### config.mk
export PLATFORM = sky130hd
export DESIGN_NAME = ctl_root
export DESIGN_NICKNAME = d
export VERILOG_FILES = /design/src/rtl/core/ctl_root.sv
export SDC_FILE = /design/constraint.sdc
export NUM_CORES = 1
export LEC_CHECK = 0
export ABC_CLOCK_PERIOD_IN_PS = 3000
export BUFFER_PORTS_ARGS = -buffer_cell sky130_fd_sc_hd__buf_2
export CAP_MARGIN = 25
export CORE_ASPECT_RATIO = 0.75
export CORE_MARGIN = 2
export CORE_UTILIZATION = 33
export DETAILED_ROUTE_END_ITERATION = 8
export PLACE_DENSITY = 0.48
export SLEW_MARGIN = 10
export SYNTH_ARGS = -nofsm -noshare
export SYNTH_HDL_FRONTEND = slang
export SYNTH_SLANG_ARGS = --single-unit
### constraint.sdc
create_clock -name clk -period 3 [get_ports clk]
set_input_delay 0.3 -clock clk [delete_from_list [all_inputs] [get_ports clk]]
set_output_delay 0.3 -clock clk [all_outputs]
set_load 0.005 [all_outputs]
### src/rtl/core/ctl_root.sv
module ctl_root #(
    parameter int COORD_BITS = 10,
    parameter int FRAC_BITS  = 16
) (
    input  logic                          clk,
    input  logic                          rst_n,
    input  logic                          start,
    input  logic [2*COORD_BITS:0]         sq,
    output logic                          done,
    output logic [COORD_BITS+FRAC_BITS:0] root
);

    localparam int RW    = COORD_BITS + FRAC_BITS + 1;
    localparam int RAD_W = 2 * RW;
    localparam int CW    = $clog2(RW);

    logic [RAD_W-1:0] rad_reg;
    logic [RW-1:0]    rem_reg;
    logic [RW-1:0]    root_reg;
    logic [CW-1:0]    count_reg;
    logic             run_reg;
    logic             done_reg;

    logic [RW+1:0]    rem_shift;
    logic [RW+1:0]    trial;
    logic             fits;

    // Bring in the next radicand pair and try the next root bit
    assign rem_shift = {rem_reg, rad_reg[RAD_W-1 -: 2]};
    assign trial     = {root_reg, 2'b01};
    assign fits      = (rem_shift >= trial);

    // One root bit per cycle, restoring form
    always_ff @(posedge clk or negedge rst_n)
    begin
        if (!rst_n)
        begin
            rad_reg   <= '0;
            rem_reg   <= '0;
            root_reg  <= '0;
            count_reg <= '0;
            run_reg   <= 1'b0;
            done_reg  <= 1'b0;
        end
        else
        begin
            done_reg <= 1'b0;
            if (start)
            begin
                rad_reg   <= RAD_W'(sq) << (2 * FRAC_BITS);
                rem_reg   <= '0;
                root_reg  <= '0;
                count_reg <= '0;
                run_reg   <= 1'b1;
            end
            else if (run_reg)
            begin
                rad_reg <= rad_reg << 2;
                // Remainder stays below 2^RW on every step that reads it back
                if (fits)
                begin
                    rem_reg  <= RW'(rem_shift - trial);
                    root_reg <= {root_reg[RW-2:0], 1'b1};
                end
                else
                begin
                    rem_reg  <= RW'(rem_shift);
                    root_reg <= {root_reg[RW-2:0], 1'b0};
                end
                if (count_reg == CW'(RW - 1))
                begin
                    run_reg  <= 1'b0;
                    done_reg <= 1'b1;
                end
                else
                begin
                    count_reg <= count_reg + 1'b1;
                end
            end
        end
    end

    assign done = done_reg;
    assign root = root_reg;

endmodule

==> results of run 1 <==
through the flow:
stage	setup WS, ns	TNS (ns)	cells
2_1_floorplan	0.242	0	587
5_1_grt	-0.0562	-0.625	878
3_3_place_gp	0.0477	0	847
6_report	0.0771	0	878
3_5_place_dp	-0.0224	-0.0850	847
4_1_cts	-0.00729	-0.0130	866
routing by layer:
metal | GRT usage | routed length (um) | up-vias
met5 | 0 | 0 | -
met4 | 0.0474 | 74 | 0
met3 | 0.0446 | 459 | 4
met2 | 0.239 | 6140 | 70
met1 | 0.247 | 7440 | 2208
li1 | - | - | 2224
worst max-delay path, stage by stage, from the launching register on:
cell and delay [ns]:
dfrtp_1 0.43, ha_4 0.26, a211oi_2 0.21, nor2_2 0.09, o41ai_4 0.48, nand4b_4 0.15, a211o_1 0.37, a21bo_4 0.31
nand2_8 0.13, nor4_1 0.06, a311o_1 0.30
cell families (layout without fill, tap and decap cells):
group                    Yosys count  count (layout)
AO/OA/AOI/OAI                    134             134
XOR/XNOR                          21              21
adder cells (fa/ha/maj)           31              31
buffers and inverters             71             150
flip-flops                        83              83
multiplexers                      49              49
AND/OR/NAND/NOR                  198             200
cell type report:
cell class,instances,area (um2),share of cell area
multi-input combinational,435,3240,0.487
sequential,83,2080,0.313
timing repair buffer,96,613,0.0923
tap,210,263,0.0396
clock buffer,10,239,0.0360
inverter,38,143,0.0215
clock inverter,6,65.1,0.00980
power breakdown:
part / switching (uW) / internal, uW / leakage [uW]
logic: 2270 / 1900 / 0.00209
clock network: 473 / 667 / 0.000148
registers: 123 / 1280 / 0.00109
total: 2870 / 3850 / 0.00333
layout by cell type, fill, tap and decap left out, types with 17 or more instances in the layout:
cell type | Yosys | final
a21oi_1 | 31 | 30
a311oi_2 | 15 | 17
buf_2 | 1 | 49
buf_4 | 1 | 45
dfrtp_1 | 83 | 82
ha_1 | 31 | 24
inv_1 | 37 | 36
mux2i_1 | 49 | 49
nand2_1 | 82 | 81
nor2_1 | 68 | 65
o21ai_0 | 29 | 27
worst max path at each step:
stage,start,end,cells after the start
2_1_floorplan,root[3],rem_reg[10],12
3_3_place_gp,root[11],rem_reg[24],11
3_5_place_dp,rem_reg[3],rem_reg[1],10
4_1_cts,root[4],rem_reg[8],11
5_1_grt,root[3],rem_reg[26],11
6_report,rem_reg[3],rem_reg[1],10
what timing repair did:
item,CTS,global route
endpoints found under the setup margin,9,27
pin swaps,0,16
gates resized for setup,2,39
cloned,1,1
hold buffers,1,0
endpoints found under the hold margin,46,0
setup buffers,1,11
==> summary.txt, run 1 <==
syn_nets - 642
total power - 6720 uW
Post-Synth Adder-Cell Area - 0.0727
Min-Delay Path Class - in -> reg
area of the core - 15900 um2
Synth-to-Final Area Change - 24.4%
largest net degree at the start of global routing - 53
Reg2Reg Depth - 10
WP data arrival - 3.16 ns
worst-path maximum fanout - 7
WHS Path Cells - 3
final hold slack - 0.157 ns
Final Net Count - 718
initial antenna violation count - 0
Vias - 4506
CTS Buf Count - 9
die width - 151 um
Max clock buf depth - 2
min-delay src - sq[12]
P_leak - 0.00333 uW
Max Freq - 0.342 GHz
worst flop-to-flop path startpoint - rem_reg[3]
CP startpoint kind - flip-flop
H-tree depth - 3
Ys Warns - 0
final setup vio count - 0
sequential share of the synthesized area - 0.389
worst slew margin relative to its limit - 0.504
Compound-Gate Fraction of Synth Area - 0.195
flop and latch count out of synthesis - 83
post-route ant nets - 0
clk_lat worst skew - 0.35 ns
max capacitance violation total - 0
Mapped Area - 5340 um2
area leader, netlist - dfrtp_1
Cell Pwr Density - 1010 nW/um2
worst-margin pin slew - 0.744 ns
Ant. Diodes - 0
CTS tree - done
simple-gate area share of the yosys netlist - 0.164
row cnt - 40
# port buffers - 51
# IOs - 52
Cells after Synth - 587
drt pass-1 iters - 4
largest family of logic cells by synthesized area - compound AO/OA/AOI/OAI gates
xor/xnor share of the synthesized area - 0.0345
Reg2Reg Setup Slack - 0.08 ns
Iteration-0 DRC Markers - 223
hpwl dp - 9.43 mm
Tot GR Track Use - 0.167
post-route cell area - 6640 um2
Final Hold Fails - 0
CTS sink count - 83
DRT Wirelength - 14.1 mm
Synth top area share - 0.389
vias in the first global route - 4305
clk slew on worst S/H paths - 0.07 ns
most common flop cell mapped by yosys - dfrtp_1
asr flop ratio synth - 1.00
Die Area - 17200 um2
post-placement cell area - 5980 um2
Tmin final - 2.92 ns
post-synthesis mux area share - 0.0919
Starting Density - 0.335
average vias per placed instance - 5.13
Req. time, crit path - 3.24 ns
crit path capture type - flip-flop
Synth cell types - 60
Die H - 114 um
WS Path Type - reg -> reg
DRC Markers - 0
remaining global-route overflow - 0
most common cell in the netlist - dfrtp_1
unrepaired setup endpoints after global routing - true
status - finished, final reports clean
global-route wire length before repair - 22.6 mm
Fillers - 1617
CTS root buffer - clkbuf_16
routability cong. - 0.812
WL/cell - 16.1 um
final period utilization - 0.974
Final Core Density - 0.417
Slew Viols, Final - 0
Mean Syn Cell Area - 9.09 um2
reg2reg end - rem_reg[1]
synth top area cells - dfrtp_1, mux2i_1, ha_1
Synth top cells by count - dfrtp_1, nand2_1, nor2_1
layout cells sized above 1 - 0.250
Worst Hold End - rad_reg[44]
Max VDD drop - 0.571 mV
number of synthesized flops with an enable pin - 0
Layout Skew - 0.00976 ns
No activity file was read; power rests on OpenSTA's default activity.
==> run 2, diff against run 1 <==
--- a/config.mk
+++ b/config.mk
@@ -6,13 +6,14 @@
 export NUM_CORES = 1
 export LEC_CHECK = 0
 export ABC_CLOCK_PERIOD_IN_PS = 3000
-export BUFFER_PORTS_ARGS = -buffer_cell sky130_fd_sc_hd__buf_2
 export CAP_MARGIN = 25
 export CORE_ASPECT_RATIO = 0.75
 export CORE_MARGIN = 2
 export CORE_UTILIZATION = 33
 export DETAILED_ROUTE_END_ITERATION = 8
-export PLACE_DENSITY = 0.48
+export DONT_BUFFER_PORTS = 1
+export PLACE_DENSITY = 0.45
+export RECOVER_POWER = 100
 export SLEW_MARGIN = 10
 export SYNTH_ARGS = -nofsm -noshare
 export SYNTH_HDL_FRONTEND = slang
==> run 2 against run 1 <==
  * Sequential power is essentially flat
  * Routed wire length shrank 1.2%
  * Count of clock-buffer cells in the layout grew 1
  * Sequential share of layout area is 1.7 points higher
  * Global-route usage grew 0.41 points
  * Die area stayed put
  * Sequential cell count unchanged
  * Cell count decreased by 6.2%
  * Clock skew down 0.0058 ns
  * Maximum frequency down 0.84%
  * Non-clock buffer count down 54
  * Combinational power is 1% lower
  * Critical endpoint is now rem_reg[26]
==> summary.txt, run 2 (synthesized netlist as in run 1, its figures left out) <==
global-route wire length before repair - 23.3 mm
Top delay family on crit path - compound AO/OA/AOI/OAI gates
Layout Skew - 0.00391 ns
Final Net Count - 664
Iteration-0 DRC Markers - 296
min-delay src - start
Max Freq - 0.339 GHz
Ant. Diodes - 0
clk slew on worst S/H paths - 0.06 ns
Die H - 114 um
worst slew margin relative to its limit - 0.134
final hold slack - 0.0149 ns
worst path cell trace - inv_2 -> ha_4 -> nand4_1 -> a21oi_2 -> o41ai_4 -> nand4b_4 -> a211o_4 -> a21bo_4 -> nand2_8 -> nor3_2 -> a221o_1
clk_lat worst skew - 0.35 ns
DRT Wirelength - 13.9 mm
H-tree depth - 3
final setup TNS - 0 ns
post-route ant nets - 0
initial antenna violation count - 0
drt pass-1 iters - 5
largest net degree at the start of global routing - 101
die width - 151 um
WP data arrival - 3.18 ns
Slew Viols, Final - 0
CTS root buffer - clkbuf_16
unrepaired setup endpoints after global routing - true
post-route cell area - 6300 um2
final setup vio count - 0
crit path capture type - flip-flop
routability cong. - 0.809
area of the core - 15900 um2
Final Hold Fails - 0
worst-path maximum fanout - 7
row cnt - 40
Min-Delay Path Class - in -> reg
Max VDD drop - 0.392 mV
Non-Filler Instances - 824
P_leak - 0.00303 uW
WL/cell - 16.9 um
# IOs - 52
Vias - 4359
Req. time, crit path - 3.23 ns
# port buffers - 0
status - finished, final reports clean
CP startpoint kind - flip-flop
average vias per placed instance - 5.29
slowest stage cell, crit path - o41ai_4
hpwl dp - 9.06 mm
final period utilization - 0.983
CTS sink count - 83
CTS tree - done
placed cell count - 800
post-placement cell area - 5740 um2
DRC Markers - 0
Starting Density - 0.335
Tmin final - 2.95 ns
worst flop-to-flop path startpoint - root[4]
most frequent cells in the layout - dfrtp_1, nand2_1, nor2_1, mux2i_1, inv_1
Max clock buf depth - 2
layout cells sized above 1 - 0.166
Synth-to-Final Area Change - 18.0%
WS Path Type - reg -> reg
most common cell after layout, fill and taps aside - dfrtp_1
Crit path largest cell delay - 0.44 ns
vias in the first global route - 4465
worst-margin pin slew - 1.30 ns
Cell Pwr Density - 1060 nW/um2
Crit. Startpoint - root[4]
remaining global-route overflow - 0
Fillers - 1617
Tot GR Track Use - 0.171
CTS Buf Count - 9
max capacitance violation total - 0
Worst Path Buf+Inv - 1
Die Area - 17200 um2
## run 2: worst paths after layout
| path | slack, ns | endpoint | depth (start not counted) |
|---|---|---|---|
| min in group asynchronous | 0.52 | root[20] | 2 |
| max in group asynchronous | 2.11 | done | 2 |
| setup reg to reg | 0.05 | rem_reg[26] | 11 |
| hold reg to reg | 0.53 | rem_reg[26] | 1 |
| hold / removal | 0.01 | root[26] | 1 |
| setup / recovery | 0.05 | rem_reg[26] | 11 |
## run 2: cell type report
type / instances / area [um2] / share of cell area
tap: 210 / 263 / 0.0417
timing repair buffer: 42 / 298 / 0.0473
multi-input combinational: 435 / 3220 / 0.511
clock buffer: 11 / 243 / 0.0385
clock inverter: 5 / 52.6 / 0.00834
sequential: 83 / 2080 / 0.330
inverter: 38 / 143 / 0.0226
## run 2: repair_timing
action,4_1_cts,5_1_grt
buffers inserted,1,3
hold buffers,2,0
cloned,1,1
resized for setup,2,39
endpoints found under the setup margin,15,27
endpoints found under the hold margin,83,0
pin swaps,2,17
## run 2: power by group
group | leakage (uW) | switching (uW) | internal [uW]
combinational | 0.00179 | 2270 | 1840
clock | 0.000145 | 473 | 664
sequential | 0.00109 | 125 | 1280
## run 2: per-stage QoR
stage	worst slack, ns	total power, uW	util
after floorplan	0.242	4000	-
after global placement	0.0697	4820	0.360
after detailed placement	-0.0143	4830	0.360
after CTS	-0.00925	6150	0.383
after global routing	-0.0830	7140	0.396
final	0.0522	6660	0.396
## run 2: routing by layer
| metal | up-vias | GRT usage | part of all wire |
|---|---|---|---|
| li1 | 2125 | - | - |
| met1 | 2164 | 0.250 | 0.52 |
| met2 | 65 | 0.255 | 0.44 |
| met3 | 5 | 0.0482 | 0.038 |
| met4 | 0 | 0.0299 | 0.0062 |
| met5 | - | 0 | 0 |
